===== config.mk =====
export PLATFORM = sky130hd
export DESIGN_NAME = pwm_frequency_duty_meter_top
export DESIGN_NICKNAME = d
export VERILOG_FILES = /design/src/rtl/pfdm_pkg.sv /design/src/rtl/pwm_frequency_duty_meter_top.sv /design/src/rtl/pfdm_front.sv /design/src/rtl/pfdm_fifo.sv /design/src/rtl/pfdm_div.sv /design/src/rtl/pfdm_back.sv
export SDC_FILE = /design/constraint.sdc
export NUM_CORES = 2
export LEC_CHECK = 0
export BUFFER_PORTS_ARGS = -buffer_cell sky130_fd_sc_hd__buf_2
export CAP_MARGIN = 20
export CORE_ASPECT_RATIO = 1.4
export CORE_MARGIN = 2
export CORE_UTILIZATION = 49
export CTS_BUF_LIST = sky130_fd_sc_hd__clkbuf_16
export DETAILED_ROUTE_END_ITERATION = 10
export GPL_ROUTABILITY_DRIVEN = 0
export PLACE_DENSITY = 0.67
export SYNTH_ARGS = -nofsm -noshare
export SYNTH_HDL_FRONTEND = slang
export SYNTH_HIERARCHICAL = 1
export SYNTH_SLANG_ARGS = --single-unit

===== constraint.sdc =====
create_clock -name i_clk -period 9.79 [get_ports i_clk]
set_input_delay 0 -clock i_clk [delete_from_list [all_inputs] [get_ports i_clk]]
set_output_delay 0 -clock i_clk [all_outputs]
set_load 0.02 [all_outputs]

===== src/rtl/pfdm_pkg.sv =====
// Package with shared types and constants for the PWM frequency and duty meter.
`timescale 1ns / 1ps

package pfdm_pkg;

    localparam int CAP_W    = 16;
    localparam int EXT_W    = 32;
    localparam int FREQ_W   = 28;
    localparam int DUTY_W   = 7;
    localparam int PRESC_W  = 16;
    localparam int PROD_W   = 39;
    localparam int DIVR_W   = 49;
    localparam int STEP_W   = 5;
    localparam int QDEPTH   = 4;
    localparam int QPTR_W   = 2;

    localparam logic [1:0] KIND_PERIOD = 2'd0;
    localparam logic [1:0] KIND_WIDTH  = 2'd1;
    localparam logic [1:0] KIND_TICK   = 2'd2;
    localparam logic [1:0] KIND_ACK    = 2'd3;

    localparam logic CFG_CLOCK_HZ  = 1'b0;
    localparam logic CFG_PRESCALER = 1'b1;

    localparam logic [FREQ_W-1:0] CLOCK_HZ_RESET = 28'd36000000;
    localparam logic [DUTY_W-1:0] DUTY_FULL      = 7'd100;
    localparam logic [STEP_W-1:0] DUTY_STEPS     = 5'd7;
    localparam logic [STEP_W-1:0] FREQ_STEPS     = 5'd28;

    typedef enum logic [2:0] {
        OP_PERIOD,
        OP_PERIOD_ZERO,
        OP_WIDTH,
        OP_TICK,
        OP_ACK
    } t_op;

    typedef struct packed {
        t_op               op;
        logic [EXT_W-1:0]  value;
    } t_cmd;

    typedef struct packed {
        logic              echo_valid;
        logic              echo_level;
        logic              report_valid;
        logic [FREQ_W-1:0] frequency_hz;
        logic [DUTY_W-1:0] duty_percent;
    } t_result;

    typedef struct packed {
        logic              start;
        logic [STEP_W-1:0] steps;
        logic [DIVR_W-1:0] rem_init;
        logic [FREQ_W-1:0] num;
        logic [DIVR_W-1:0] divisor;
    } t_div_req;

    typedef enum logic [2:0] {
        ST_IDLE,
        ST_MUL,
        ST_DUTY,
        ST_DUTY_WAIT,
        ST_FREQ,
        ST_FREQ_WAIT,
        ST_EMIT
    } t_state;

endpackage


===== src/rtl/pwm_frequency_duty_meter_top.sv =====
// Top level of the PWM frequency and duty meter.
//
//  Channel   Direction  Handshake              Payload
//  event     in         push / full            i_kind, i_capture_value
//  result    out        empty / pop            o_echo_valid, o_echo_level, o_report_valid,
//                                              o_frequency_hz, o_duty_percent
//  config    in         i_cfg_we (no wait)     i_cfg_index, i_cfg_data
//
// Width captures, overflow ticks, acknowledges and zero periods are handled in the idle state.
// A nonzero period capture runs through a multiply state, a 7-step duty division and a
// 28-step frequency division on the one shared restoring divider, plus sequencing states;
// when the duty saturates the duty division is skipped.
// Events are taken into a four-entry queue while the engine works or a result waits.
// Synchronous active-low reset; no clearing pass is needed after reset.
`timescale 1ns / 1ps

module pwm_frequency_duty_meter_top #(
    parameter int OVERFLOW_BITS = 16
) (
    input  logic                          i_clk,
    input  logic                          i_rst_n,
    input  logic                          push,
    output logic                          full,
    input  logic [1:0]                    i_kind,
    input  logic [pfdm_pkg::CAP_W-1:0]    i_capture_value,
    output logic                          empty,
    input  logic                          pop,
    output logic                          o_echo_valid,
    output logic                          o_echo_level,
    output logic                          o_report_valid,
    output logic [pfdm_pkg::FREQ_W-1:0]   o_frequency_hz,
    output logic [pfdm_pkg::DUTY_W-1:0]   o_duty_percent,
    input  logic                          i_cfg_we,
    input  logic                          i_cfg_index,
    input  logic [pfdm_pkg::FREQ_W-1:0]   i_cfg_data
);

    logic                          q_wr;
    logic                          q_rd;
    logic                          q_full;
    logic                          q_empty;
    pfdm_pkg::t_cmd                q_wr_cmd;
    pfdm_pkg::t_cmd                q_rd_cmd;
    pfdm_pkg::t_div_req            div_req;
    logic                          div_busy;
    logic                          div_done;
    logic [pfdm_pkg::FREQ_W-1:0]   div_quot;
    pfdm_pkg::t_result             result;

    pfdm_front #(
        .OVERFLOW_BITS (OVERFLOW_BITS)
    ) u_front (
        .i_clk           (i_clk),
        .i_rst_n         (i_rst_n),
        .i_push          (push),
        .i_kind          (i_kind),
        .i_capture_value (i_capture_value),
        .i_q_full        (q_full),
        .o_q_wr          (q_wr),
        .o_q_cmd         (q_wr_cmd),
        .o_full          (full)
    );

    pfdm_fifo u_fifo (
        .i_clk   (i_clk),
        .i_rst_n (i_rst_n),
        .i_wr    (q_wr),
        .i_cmd   (q_wr_cmd),
        .i_rd    (q_rd),
        .o_cmd   (q_rd_cmd),
        .o_empty (q_empty),
        .o_full  (q_full)
    );

    pfdm_div u_div (
        .i_clk   (i_clk),
        .i_rst_n (i_rst_n),
        .i_req   (div_req),
        .o_busy  (div_busy),
        .o_done  (div_done),
        .o_quot  (div_quot)
    );

    pfdm_back u_back (
        .i_clk       (i_clk),
        .i_rst_n     (i_rst_n),
        .i_cfg_we    (i_cfg_we),
        .i_cfg_index (i_cfg_index),
        .i_cfg_data  (i_cfg_data),
        .i_q_cmd     (q_rd_cmd),
        .i_q_empty   (q_empty),
        .o_q_rd      (q_rd),
        .o_div_req   (div_req),
        .i_div_done  (div_done),
        .i_div_quot  (div_quot),
        .i_pop       (pop),
        .o_empty     (empty),
        .o_result    (result)
    );

    assign o_echo_valid   = result.echo_valid;
    assign o_echo_level   = result.echo_level;
    assign o_report_valid = result.report_valid;
    assign o_frequency_hz = result.frequency_hz;
    assign o_duty_percent = result.duty_percent;

    // The engine must never restart the divider in the middle of a division.
    a_div_start_idle: assert property (@(posedge i_clk) disable iff (!i_rst_n)
        div_req.start |-> !div_busy)
        else $error("divider started while busy");

    a_div_done_idle: assert property (@(posedge i_clk) disable iff (!i_rst_n)
        div_done |-> !div_busy)
        else $error("divider done while still busy");

    a_echo_level: assert property (@(posedge i_clk) disable iff (!i_rst_n)
        (!empty && o_echo_level) |-> o_echo_valid)
        else $error("echo level without echo");

    a_duty_range: assert property (@(posedge i_clk) disable iff (!i_rst_n)
        !empty |-> (o_duty_percent <= pfdm_pkg::DUTY_FULL))
        else $error("duty above full scale");

endmodule


===== src/rtl/pfdm_front.sv =====
// Front end: accepts timer events, counts overflows and extends captures.
`timescale 1ns / 1ps

module pfdm_front #(
    parameter int OVERFLOW_BITS = 16
) (
    input  logic                         i_clk,
    input  logic                         i_rst_n,
    input  logic                         i_push,
    input  logic [1:0]                   i_kind,
    input  logic [pfdm_pkg::CAP_W-1:0]   i_capture_value,
    input  logic                         i_q_full,
    output logic                         o_q_wr,
    output pfdm_pkg::t_cmd               o_q_cmd,
    output logic                         o_full
);

    localparam logic [OVERFLOW_BITS-1:0] OVF_ONE = OVERFLOW_BITS'(1);

    logic [OVERFLOW_BITS-1:0]     r_ovf;
    logic [OVERFLOW_BITS-1:0]     n_ovf;
    logic [pfdm_pkg::CAP_W-1:0]   w_ovf_ext;
    logic                         w_accept;

    assign o_full   = i_q_full;
    assign w_accept = i_push && !i_q_full;
    assign o_q_wr   = w_accept;

    always_comb begin
        w_ovf_ext = '0;
        w_ovf_ext[OVERFLOW_BITS-1:0] = r_ovf;
    end

    always_comb begin
        o_q_cmd.value = {w_ovf_ext, i_capture_value};
        case (i_kind)
            pfdm_pkg::KIND_PERIOD: begin
                // An extended period of zero skips the measurement entirely.
                if ((i_capture_value == '0) && (r_ovf == '0)) begin
                    o_q_cmd.op = pfdm_pkg::OP_PERIOD_ZERO;
                end else begin
                    o_q_cmd.op = pfdm_pkg::OP_PERIOD;
                end
            end
            pfdm_pkg::KIND_WIDTH: o_q_cmd.op = pfdm_pkg::OP_WIDTH;
            pfdm_pkg::KIND_TICK:  o_q_cmd.op = pfdm_pkg::OP_TICK;
            default:              o_q_cmd.op = pfdm_pkg::OP_ACK;
        endcase
    end

    always_comb begin
        n_ovf = r_ovf;
        if (w_accept) begin
            if (i_kind == pfdm_pkg::KIND_PERIOD) begin
                n_ovf = '0;
            end else if (i_kind == pfdm_pkg::KIND_TICK) begin
                n_ovf = r_ovf + OVF_ONE;
            end
        end
    end

    always_ff @(posedge i_clk) begin
        if (!i_rst_n) begin
            r_ovf <= '0;
        end else begin
            r_ovf <= n_ovf;
        end
    end

endmodule


===== src/rtl/pfdm_fifo.sv =====
// Short command queue between the front end and the measurement engine.
`timescale 1ns / 1ps

module pfdm_fifo (
    input  logic             i_clk,
    input  logic             i_rst_n,
    input  logic             i_wr,
    input  pfdm_pkg::t_cmd   i_cmd,
    input  logic             i_rd,
    output pfdm_pkg::t_cmd   o_cmd,
    output logic             o_empty,
    output logic             o_full
);

    pfdm_pkg::t_cmd                r_mem [pfdm_pkg::QDEPTH];
    logic [pfdm_pkg::QPTR_W-1:0]   r_wr_ptr;
    logic [pfdm_pkg::QPTR_W-1:0]   r_rd_ptr;
    logic [pfdm_pkg::QPTR_W:0]     r_count;
    logic                          w_do_wr;
    logic                          w_do_rd;

    assign o_empty = (r_count == '0);
    assign o_full  = (r_count == (pfdm_pkg::QPTR_W + 1)'(pfdm_pkg::QDEPTH));
    assign w_do_wr = i_wr && !o_full;
    assign w_do_rd = i_rd && !o_empty;
    assign o_cmd   = r_mem[r_rd_ptr];

    always_ff @(posedge i_clk) begin
        if (w_do_wr) begin
            r_mem[r_wr_ptr] <= i_cmd;
        end
    end

    always_ff @(posedge i_clk) begin
        if (!i_rst_n) begin
            r_wr_ptr <= '0;
            r_rd_ptr <= '0;
            r_count  <= '0;
        end else begin
            if (w_do_wr) begin
                r_wr_ptr <= r_wr_ptr + 1'b1;
            end
            if (w_do_rd) begin
                r_rd_ptr <= r_rd_ptr + 1'b1;
            end
            if (w_do_wr && !w_do_rd) begin
                r_count <= r_count + 1'b1;
            end else if (w_do_rd && !w_do_wr) begin
                r_count <= r_count - 1'b1;
            end
        end
    end

endmodule


===== src/rtl/pfdm_div.sv =====
// Restoring divider, one quotient bit per cycle, shared by duty and frequency.
`timescale 1ns / 1ps

module pfdm_div (
    input  logic                          i_clk,
    input  logic                          i_rst_n,
    input  pfdm_pkg::t_div_req            i_req,
    output logic                          o_busy,
    output logic                          o_done,
    output logic [pfdm_pkg::FREQ_W-1:0]   o_quot
);

    logic                          r_busy;
    logic                          r_done;
    logic [pfdm_pkg::STEP_W-1:0]   r_cnt;
    logic [pfdm_pkg::DIVR_W-1:0]   r_rem;
    logic [pfdm_pkg::FREQ_W-1:0]   r_num;
    logic [pfdm_pkg::DIVR_W-1:0]   r_div;
    logic [pfdm_pkg::FREQ_W-1:0]   r_q;
    logic [pfdm_pkg::DIVR_W:0]     w_trial;
    logic [pfdm_pkg::DIVR_W:0]     w_diff;
    logic                          w_ge;

    // The partial remainder stays below the divisor, so the shifted trial
    // value needs only one bit more than the divisor.
    assign w_trial = {r_rem, r_num[pfdm_pkg::FREQ_W-1]};
    assign w_ge    = w_trial >= {1'b0, r_div};
    assign w_diff  = w_trial - {1'b0, r_div};

    assign o_busy = r_busy;
    assign o_done = r_done;
    assign o_quot = r_q;

    always_ff @(posedge i_clk) begin
        if (!i_rst_n) begin
            r_busy <= 1'b0;
            r_done <= 1'b0;
            r_cnt  <= '0;
        end else begin
            r_done <= 1'b0;
            if (i_req.start) begin
                r_busy <= 1'b1;
                r_cnt  <= i_req.steps;
            end else if (r_busy) begin
                r_cnt <= r_cnt - 1'b1;
                if (r_cnt == 5'd1) begin
                    r_busy <= 1'b0;
                    r_done <= 1'b1;
                end
            end
        end
    end

    always_ff @(posedge i_clk) begin
        if (i_req.start) begin
            r_rem <= i_req.rem_init;
            r_num <= i_req.num;
            r_div <= i_req.divisor;
            r_q   <= '0;
        end else if (r_busy) begin
            r_rem <= w_ge ? w_diff[pfdm_pkg::DIVR_W-1:0] : w_trial[pfdm_pkg::DIVR_W-1:0];
            r_num <= {r_num[pfdm_pkg::FREQ_W-2:0], 1'b0};
            r_q   <= {r_q[pfdm_pkg::FREQ_W-2:0], w_ge};
        end
    end

endmodule


===== src/rtl/pfdm_back.sv =====
// Measurement engine: executes queued events, sequences the divisions, holds the result.
`timescale 1ns / 1ps

module pfdm_back (
    input  logic                          i_clk,
    input  logic                          i_rst_n,
    input  logic                          i_cfg_we,
    input  logic                          i_cfg_index,
    input  logic [pfdm_pkg::FREQ_W-1:0]   i_cfg_data,
    input  pfdm_pkg::t_cmd                i_q_cmd,
    input  logic                          i_q_empty,
    output logic                          o_q_rd,
    output pfdm_pkg::t_div_req            o_div_req,
    input  logic                          i_div_done,
    input  logic [pfdm_pkg::FREQ_W-1:0]   i_div_quot,
    input  logic                          i_pop,
    output logic                          o_empty,
    output pfdm_pkg::t_result             o_result
);

    pfdm_pkg::t_state               r_state;
    pfdm_pkg::t_state               n_state;

    logic [pfdm_pkg::FREQ_W-1:0]    r_clock_hz;
    logic [pfdm_pkg::PRESC_W-1:0]   r_presc;
    logic [pfdm_pkg::EXT_W-1:0]     r_width;
    logic [pfdm_pkg::FREQ_W-1:0]    r_freq_now;
    logic [pfdm_pkg::DUTY_W-1:0]    r_duty_now;
    logic [pfdm_pkg::FREQ_W-1:0]    r_last_freq;
    logic [pfdm_pkg::DUTY_W-1:0]    r_last_duty;
    logic                           r_report_sent;
    logic                           r_out_valid;

    logic [pfdm_pkg::EXT_W-1:0]     r_period;
    logic                           r_echo;
    logic [pfdm_pkg::PROD_W-1:0]    r_prod;
    logic [pfdm_pkg::DIVR_W-1:0]    r_divisor;
    logic                           r_sat;
    logic [pfdm_pkg::DUTY_W-1:0]    r_duty_new;
    logic [pfdm_pkg::FREQ_W-1:0]    r_freq_new;
    pfdm_pkg::t_result              r_out;

    logic                           w_out_free;
    logic                           w_simple;
    logic                           w_start_period;
    logic                           w_latch_duty;
    logic                           w_latch_freq;
    logic                           w_emit;
    logic                           w_report;
    logic [pfdm_pkg::PROD_W-1:0]    w_prod;
    logic [pfdm_pkg::PRESC_W:0]     w_presc_p1;
    logic [pfdm_pkg::DIVR_W-1:0]    w_divf;

    assign w_out_free = !r_out_valid || i_pop;
    assign w_report   = (r_freq_new != r_last_freq) || (r_duty_new != r_last_duty);
    assign w_prod     = {7'd0, r_width} * {32'd0, pfdm_pkg::DUTY_FULL};
    assign w_presc_p1 = {1'b0, r_presc} + 17'd1;
    assign w_divf     = {17'd0, r_period} * {32'd0, w_presc_p1};

    assign o_empty  = !r_out_valid;
    assign o_result = r_out;

    always_comb begin
        n_state = r_state;
        case (r_state)
            pfdm_pkg::ST_IDLE: begin
                if (!i_q_empty && (i_q_cmd.op == pfdm_pkg::OP_PERIOD)) begin
                    n_state = pfdm_pkg::ST_MUL;
                end
            end
            pfdm_pkg::ST_MUL:  n_state = pfdm_pkg::ST_DUTY;
            pfdm_pkg::ST_DUTY: n_state = r_sat ? pfdm_pkg::ST_FREQ : pfdm_pkg::ST_DUTY_WAIT;
            pfdm_pkg::ST_DUTY_WAIT: begin
                if (i_div_done) begin
                    n_state = pfdm_pkg::ST_FREQ;
                end
            end
            pfdm_pkg::ST_FREQ: n_state = pfdm_pkg::ST_FREQ_WAIT;
            pfdm_pkg::ST_FREQ_WAIT: begin
                if (i_div_done) begin
                    n_state = pfdm_pkg::ST_EMIT;
                end
            end
            pfdm_pkg::ST_EMIT: begin
                if (w_out_free) begin
                    n_state = pfdm_pkg::ST_IDLE;
                end
            end
            default: n_state = pfdm_pkg::ST_IDLE;
        endcase
    end

    always_comb begin
        o_q_rd         = 1'b0;
        w_simple       = 1'b0;
        w_start_period = 1'b0;
        w_latch_duty   = 1'b0;
        w_latch_freq   = 1'b0;
        w_emit         = 1'b0;
        o_div_req      = '0;
        case (r_state)
            pfdm_pkg::ST_IDLE: begin
                if (!i_q_empty) begin
                    if (i_q_cmd.op == pfdm_pkg::OP_PERIOD) begin
                        o_q_rd         = 1'b1;
                        w_start_period = 1'b1;
                    end else if (w_out_free) begin
                        o_q_rd   = 1'b1;
                        w_simple = 1'b1;
                    end
                end
            end
            pfdm_pkg::ST_DUTY: begin
                // Width below period keeps the quotient under 128, so seven
                // steps suffice once the top bits are preloaded as remainder.
                if (!r_sat) begin
                    o_div_req.start    = 1'b1;
                    o_div_req.steps    = pfdm_pkg::DUTY_STEPS;
                    o_div_req.rem_init = {17'd0, r_prod[pfdm_pkg::PROD_W-1:7]};
                    o_div_req.num      = {r_prod[6:0], 21'd0};
                    o_div_req.divisor  = {17'd0, r_period};
                end
            end
            pfdm_pkg::ST_DUTY_WAIT: w_latch_duty = i_div_done;
            pfdm_pkg::ST_FREQ: begin
                o_div_req.start    = 1'b1;
                o_div_req.steps    = pfdm_pkg::FREQ_STEPS;
                o_div_req.rem_init = '0;
                o_div_req.num      = r_clock_hz;
                o_div_req.divisor  = r_divisor;
            end
            pfdm_pkg::ST_FREQ_WAIT: w_latch_freq = i_div_done;
            pfdm_pkg::ST_EMIT: w_emit = w_out_free;
            default: ;
        endcase
    end

    always_ff @(posedge i_clk) begin
        if (!i_rst_n) begin
            r_state       <= pfdm_pkg::ST_IDLE;
            r_clock_hz    <= pfdm_pkg::CLOCK_HZ_RESET;
            r_presc       <= '0;
            r_width       <= '0;
            r_freq_now    <= '0;
            r_duty_now    <= '0;
            r_last_freq   <= '0;
            r_last_duty   <= '0;
            r_report_sent <= 1'b0;
            r_out_valid   <= 1'b0;
        end else begin
            r_state <= n_state;
            if (i_cfg_we) begin
                if (i_cfg_index == pfdm_pkg::CFG_CLOCK_HZ) begin
                    r_clock_hz <= i_cfg_data;
                end else begin
                    r_presc <= i_cfg_data[pfdm_pkg::PRESC_W-1:0];
                end
            end
            if (w_simple) begin
                if (i_q_cmd.op == pfdm_pkg::OP_WIDTH) begin
                    r_width <= i_q_cmd.value;
                end
                if (i_q_cmd.op == pfdm_pkg::OP_ACK) begin
                    r_last_freq   <= r_freq_now;
                    r_last_duty   <= r_duty_now;
                    r_report_sent <= 1'b1;
                end
            end
            if (w_emit) begin
                r_freq_now <= r_freq_new;
                r_duty_now <= r_duty_new;
                r_width    <= '0;
                if (w_report) begin
                    r_report_sent <= 1'b0;
                end
            end
            if (w_simple || w_emit) begin
                r_out_valid <= 1'b1;
            end else if (i_pop) begin
                r_out_valid <= 1'b0;
            end
        end
    end

    always_ff @(posedge i_clk) begin
        if (w_start_period) begin
            r_period <= i_q_cmd.value;
            r_echo   <= r_report_sent;
        end
        if (r_state == pfdm_pkg::ST_MUL) begin
            r_prod    <= w_prod;
            r_divisor <= w_divf;
            r_sat     <= r_width >= r_period;
        end
        if ((r_state == pfdm_pkg::ST_DUTY) && r_sat) begin
            r_duty_new <= pfdm_pkg::DUTY_FULL;
        end else if (w_latch_duty) begin
            r_duty_new <= i_div_quot[pfdm_pkg::DUTY_W-1:0];
        end
        if (w_latch_freq) begin
            r_freq_new <= i_div_quot;
        end
        if (w_emit) begin
            r_out.echo_valid   <= r_echo;
            r_out.echo_level   <= r_echo;
            r_out.report_valid <= w_report;
            r_out.frequency_hz <= r_freq_new;
            r_out.duty_percent <= r_duty_new;
        end else if (w_simple) begin
            r_out.report_valid <= 1'b0;
            r_out.frequency_hz <= r_freq_now;
            r_out.duty_percent <= r_duty_now;
            case (i_q_cmd.op)
                pfdm_pkg::OP_WIDTH: begin
                    r_out.echo_valid <= r_report_sent;
                    r_out.echo_level <= 1'b0;
                end
                pfdm_pkg::OP_PERIOD_ZERO: begin
                    r_out.echo_valid <= r_report_sent;
                    r_out.echo_level <= r_report_sent;
                end
                default: begin
                    r_out.echo_valid <= 1'b0;
                    r_out.echo_level <= 1'b0;
                end
            endcase
        end
    end

endmodule

# Yosys cells after proc, flatten, opt, wreduce, memory -nomap -nowiden
# Memory sizes are Yosys's and may differ from the RTL's. A register that Yosys moved wholly into a read port is not among the register bits.
# Index checks and enable logic that the tools add are counted.
# totals
romBits	0
register_bits	528
out_inout_bits	40
memories	1
latch_bits	0
inputBits	52
ram_bits	140
word_cells	154
# memory_table
name	depth	width	rd	rd_ports_with_merged_regs	write_ports	line	source
u_fifo.r_mem	4	35	1	1	1	pfdm_fifo.sv:15	pfdm_pkg::t_cmd r_mem [pfdm_pkg::QDEPTH];
# classes
addsub	8
magnitude_cmp	2
eq_ne	19
shift	0
bitwise_logic	3
reduce_logical	35
n_mul	2
n_div	0
n_mux	51
# ops
operator	count
$pmux 132 s2	1
$mux 49	3
$mux 132	1
$mux 38	2
$mux 28	2
$ge 50x49->1	1
$mul 32x17->49	1
$sub 49x49->49	1
$mul 32x5->37 const B	1
$ge 32x32->1	1
$logic_not 16->1	2
$mux 16	2
$ne 28x28->1	1
$mux 1	26
$mux 3	7
$pmux 3 s7	1
$add 16x1->17 const B	1
$add 16x1->16 const B	1
$eq 3x3->1 const B	5
$mux 5	2
$reduce_and 2->1	5
$reduce_bool 2->1	5
$eq 3x2->1 const B	3
$logic_not 3->1	3
22 further kinds	42

# Longest topological paths before layout
# logic_depth
word_depth	10
mapped_depth	29
mapped_depth_nobuf	28

# Cells and area by module
# The synthesis kept the hierarchy.
# modules_own_cells
module	cells_per_inst	seq_area_each_um2	n_inst	area_each_um2
pfdm_back	3799	8748.4	1	34598.2
pfdm_div	923	4484.3	1	9472.8
pfdm_fifo	231	4384.2	1	5591.6
pfdm_front	129	320.3	1	1037.2

# Least setup slack after synthesis
# Ideal clock, no wire load.
# synth_path
path_kind	reg2reg
from	register u_back/r_presc[2] (netlist bit)
to	register u_back/r_divisor[46] (netlist bit) (data pin)
synth_period_minus_slack_ns	7.457
slack_ns	2.333
n_path_buf	1
t_required_ns	9.527
t_arrival_ns	7.194
path_stages_with_launch	26
setup_ns	0.263
path_cell_list	dfxtp_1 and3_1 nand3_1 or3_1 xnor2_1 clkbuf_1 nand2_1 fa_1 inv_1 fa_1 fa_1 fa_1 fa_1 inv_1 fa_1 inv_1 ha_1 a21oi_2 nor2b_1 o21a_1 o41a_1 o32a_1 a211o_1 a21oi_2 o221ai_2 xor2_1
# synth_via
elab_chain_cells	2
# synth_rtl
element	line	source
start: declaration	pfdm_back.sv:25	logic [pfdm_pkg::PRESC_W-1:0] r_presc;
start signal: assignment	pfdm_back.sv:156	r_presc <= i_cfg_data[pfdm_pkg::PRESC_W-1:0];
$add 16x1->17	pfdm_back.sv:57	assign w_presc_p1 = {1'b0, r_presc} + 17'd1;
$mul 32x17->49	pfdm_back.sv:58	assign w_divf = {17'd0, r_period} * {32'd0, w_presc_p1};
via u_back.w_divf (one bit)	pfdm_back.sv:52	logic [pfdm_pkg::DIVR_W-1:0] w_divf;
end signal: assignment	pfdm_back.sv:192	r_divisor <= w_divf;
end: declaration	pfdm_back.sv:37	logic [pfdm_pkg::DIVR_W-1:0] r_divisor;
# The timed path passes the listed nets, and every way through them passes these cells.
# A chain may end at the register's enable or synchronous reset.

# Final worst setup path
# layout_path
from	register u_back/r_presc[3] (netlist bit)
to	register u_back/r_divisor[41] (netlist bit) (data pin)
# Same word-level chain as after synthesis.

==> results.yml <==
run_status:
  outcome: "finished, violations left"
  violations: "DRC"
floorplanning:
  dieArea_mm2: 0.106
  die_w_um: 276
  io_pins: 92
  core_area_mm2: 0.103
  num_rows: 139
  die_h_um: 385
  start_util_pct: 49.4
sta:
  setup_violations: 0
  slew-limit-headroom_pct: 20.8
  setup_slack_ps: 1040
  hold-worst-slack_ps: 37.6
  hold_viol: 0
  slew_viol_final: 0
  worst_pin_slew_ps: 1180
  skew_ps: 45.2
  period_share_pct: 89.4
  min_period_ps: 8750
  rsz0062_at_grt: "no"
  fmax_ghz: 0.114
  fin_setup_tns_ps: 0
min_path:
  holdCritStartpoint: "i_cfg_we"
  worstHoldEndpoint: "u_back/r_clock_hz[27]"
  hp-class: "in -> reg"
  hold_depth: 4
route:
  ant_nets: 0
  wl_mm: 130
  drt_iter0_drc: 2917
  dr_total_vias: 35900
  vias_per_cell: 5.52
  first_pass_iters: 9
  wire_per_inst_um: 20.0
  drc_errors: 11
layout:
  final_nets: 5958
  regArea_mm2: 0.0179
  multi_input_area_mm2: 0.0287
  areaGrowthSynthToFinish_pct: 9.13
  fin_area_mm2: 0.0553
  finish.utilization_pct: 53.9
  diodes: 0
  drive_gt1_share_pct: 7.10
  fillers: 8945
synth:
  mappedNetlistArea_mm2: 0.0507
  ys_ff_latch: 670
  yosys.area_share.simple_pct: 14.3
  synth_warnings: 6
  synth_xor_area_share_pct: 3.23
  ys_seq_area_share_pct: 35.4
  synth_top_flop_cell: "edfxtp_1"
  synth_compound_area_share_pct: 8.64
  synth_top_family_by_area: "adder cells"
  yosys-mux-area-fraction_pct: 3.16
  synth_edf_count: 452
  synthCells: 5082
  synthArstFlopShare_pct: 0
  synth.distinct_cells: 91
  synthAdderAreaFrac_pct: 26.7
  syn_avg_cell_area_um2: 9.98
placed_design:
  post-place-ws_ps: 1170
  hpwl_mm: 97.8
  port_buffers: 91
  placed_area_mm2: 0.0522
setup_path:
  crit_fanout: 16
  r2r-start: "u_back/r_presc[3]"
  critical-path-max-stage-delay_ps: 820
  crit_chain: "and3_1 > nand3_1 > or3_1 > xnor2_2 > nand2_1 > fa_1 > inv_1 > fa_1 > fa_1 > fa_1 > fa_1 > inv_1 > fa_1 > inv_1 > ha_1 > a21oi_1 > o21ai_0 > o21ai_0 > a21oi_1 > nor4_1 > nor2_1 > a31oi_1 > o21ai_0 > xor2_1"
  critPathArrivalTime_ps: 9140
  crit_type: "reg -> reg"
  worstPathRequired_ps: 10180
  cpMostUsedCell: "fa_1"
  worstSetupEndpointType: "flop"
  r2r-end: "u_back/r_divisor[41]"
  start_kind: "flop"
  ff2ff_setup_slack_ps: 1040
  r2r_cells: 24
  cpMaxStageDelayCell: "xnor2_2"
global_route:
  grt_remaining_overflow: 0
  grt_pass1_vias: 37200
  grt_pass1_wl_mm: 206
  grt_usage_pct: 25.2
  grt_max_degree: 82
  antenna_found_initial: 2
pwr:
  vdd_drop_max_uv: 131
  p_leak_nw: 24.5
  powerDensity_mw_per_mm2: 239
clocking:
  clk_pin_slew_ps: 60
  cts_tree: "yes"
  cts.sinks: 670
  cts-root-buf: "clkbuf_16"
  clockBufferDepth: 3
  cts_htree_levels: 3
  clk_latency_ps: 660
  numCtsBuffers: 67
  postCtsSetupRepairBufs: 0
run:
  maxCapViolations: 0
synthesized netlist by cell type (19+ instances only):
cell	instances	area share, %
and2_1	200	2.5
nor4_1	22	0.27
clkbuf_1	211	1.6
ha_1	317	7.8
nand4_1	44	0.54
nand3_1	77	0.76
and3_1	62	0.77
inv_1	808	6.0
nor3_1	29	0.29
a22o_1	37	0.64
dfxtp_1	218	8.6
mux2_2	28	0.62
o21ai_0	100	0.99
fa_1	478	19
xnor2_1	121	2.1
o211ai_1	19	0.28
o311ai_0	27	0.47
edfxtp_1	452	27
nand2b_1	41	0.51
nand2_1	850	6.3
a21o_1	56	0.83
buf_2	20	0.20
nor2b_1	20	0.25
mux2i_1	48	0.95
a21boi_0	78	1.2
a21oi_1	178	1.8
buf_4	38	0.56
mux4_2	30	1.3
nor2_1	180	1.3
xor2_1	66	1.1
worst max-delay path, delay by kind of cell (launching register included):
family / cells / cell delay, ps
AND/OR/NAND/NOR: 6 / 1770
buffers and inverters: 3 / 150
XOR/XNOR: 2 / 1000
AO/OA/AOI/OAI: 6 / 1470
adder cells (fa/ha/maj): 7 / 3630
flip-flops: 1 / 470
layout by cell type (no fill, tap or decap), drive strengths merged, types with 17 or more instances in the layout:
cell         instances
o21ai              102
ha                 317
a211oi              20
o21a                18
inv                819
a21oi              182
and2               200
nand2              850
mux4                35
nor3                31
nand3               77
xnor2              121
o211ai              19
o311ai              29
dlygate4sd3         77
a21boi              79
clkinv              32
a31oi               18
nor2               181
fa                 478
dfxtp              218
edfxtp             452
nor2b               20
mux2i               48
a22o                37
nor4                22
clkbuf              68
and3                62
conb                17
a21o                56
mux2                28
xor2                66
nand4               45
buf                151
nand2b              41
o21bai              17
timing repair:
action	CTS	global route
hold endpoints to repair	186	0
resized for setup	0	0
hold buffers	77	0
how the worst max path moves through the flow:
stage                      start              endpoint  slack (ps)  depth (start not counted)
5_1_grt        u_back/r_presc[3]  u_back/r_divisor[41]         550                         24
3_5_place_dp   u_back/r_presc[3]  u_back/r_divisor[41]        1170                         24
3_3_place_gp   u_back/r_presc[3]  u_back/r_divisor[41]        1290                         24
4_1_cts        u_back/r_presc[3]  u_back/r_divisor[41]        1110                         24
2_1_floorplan  u_back/r_presc[2]  u_back/r_divisor[46]        2330                         25
6_report       u_back/r_presc[3]  u_back/r_divisor[41]        1040                         24
logic make-up after synthesis:
family / after synthesis
other cells: 1
flops: 670
simple gates: 1579
fa+ha+maj: 795
mux: 111
xor+xnor: 187
compound gates: 645
buf+inv: 1094
power by group:
group / internal, W / total, W / switching (W) / leakage (nW)
clock: 0.00148 / 0.00265 / 0.00117 / 1.12
sequential: 0.00401 / 0.00440 / 0.000392 / 6.01
combinational: 0.00229 / 0.00618 / 0.00388 / 17.4
total: 0.00778 / 0.0132 / 0.00544 / 24.5
metal layers:
metal  part of all wire (%)  track usage, %  wire [um]  up-vias
met1                     39            30.1      50800    17900
met2                     50            43.6      64700     1146
met3                    4.9            2.87       6360      345
li1                       -               -          -    16600
met5                      0               0          0        -
met4                    6.5            14.6       8510        0
through the flow:
stage / cells / total power [W]
finish: 6505 / 0.0132
detailed placement: 6301 / 0.0105
global route: 6505 / 0.0141
floorplan: 5098 / 0.00887
global placement: 6301 / 0.0104
CTS: 6502 / 0.0133
flip-flops by register name (all words and copies together), names as in the netlist, 32 cells and up, named ones only:
register and count:
u_back/r_width 32, u_back/r_divisor 49, u_div/r_rem 49, u_back/r_period 32, u_back/r_prod 37, u_div/r_div 49, u_back/o_result 38, u_fifo/r_mem 140
layout make-up:
type                       count  area share [%]
sequential                   670            32.4
inverter                     810            5.50
tap                         1339            3.03
clock inverter                56            1.07
clock buffer                  68            3.08
timing repair buffer         228            3.09
multi-input combinational   3334            51.8
Power figures use the tool's default switching activity.
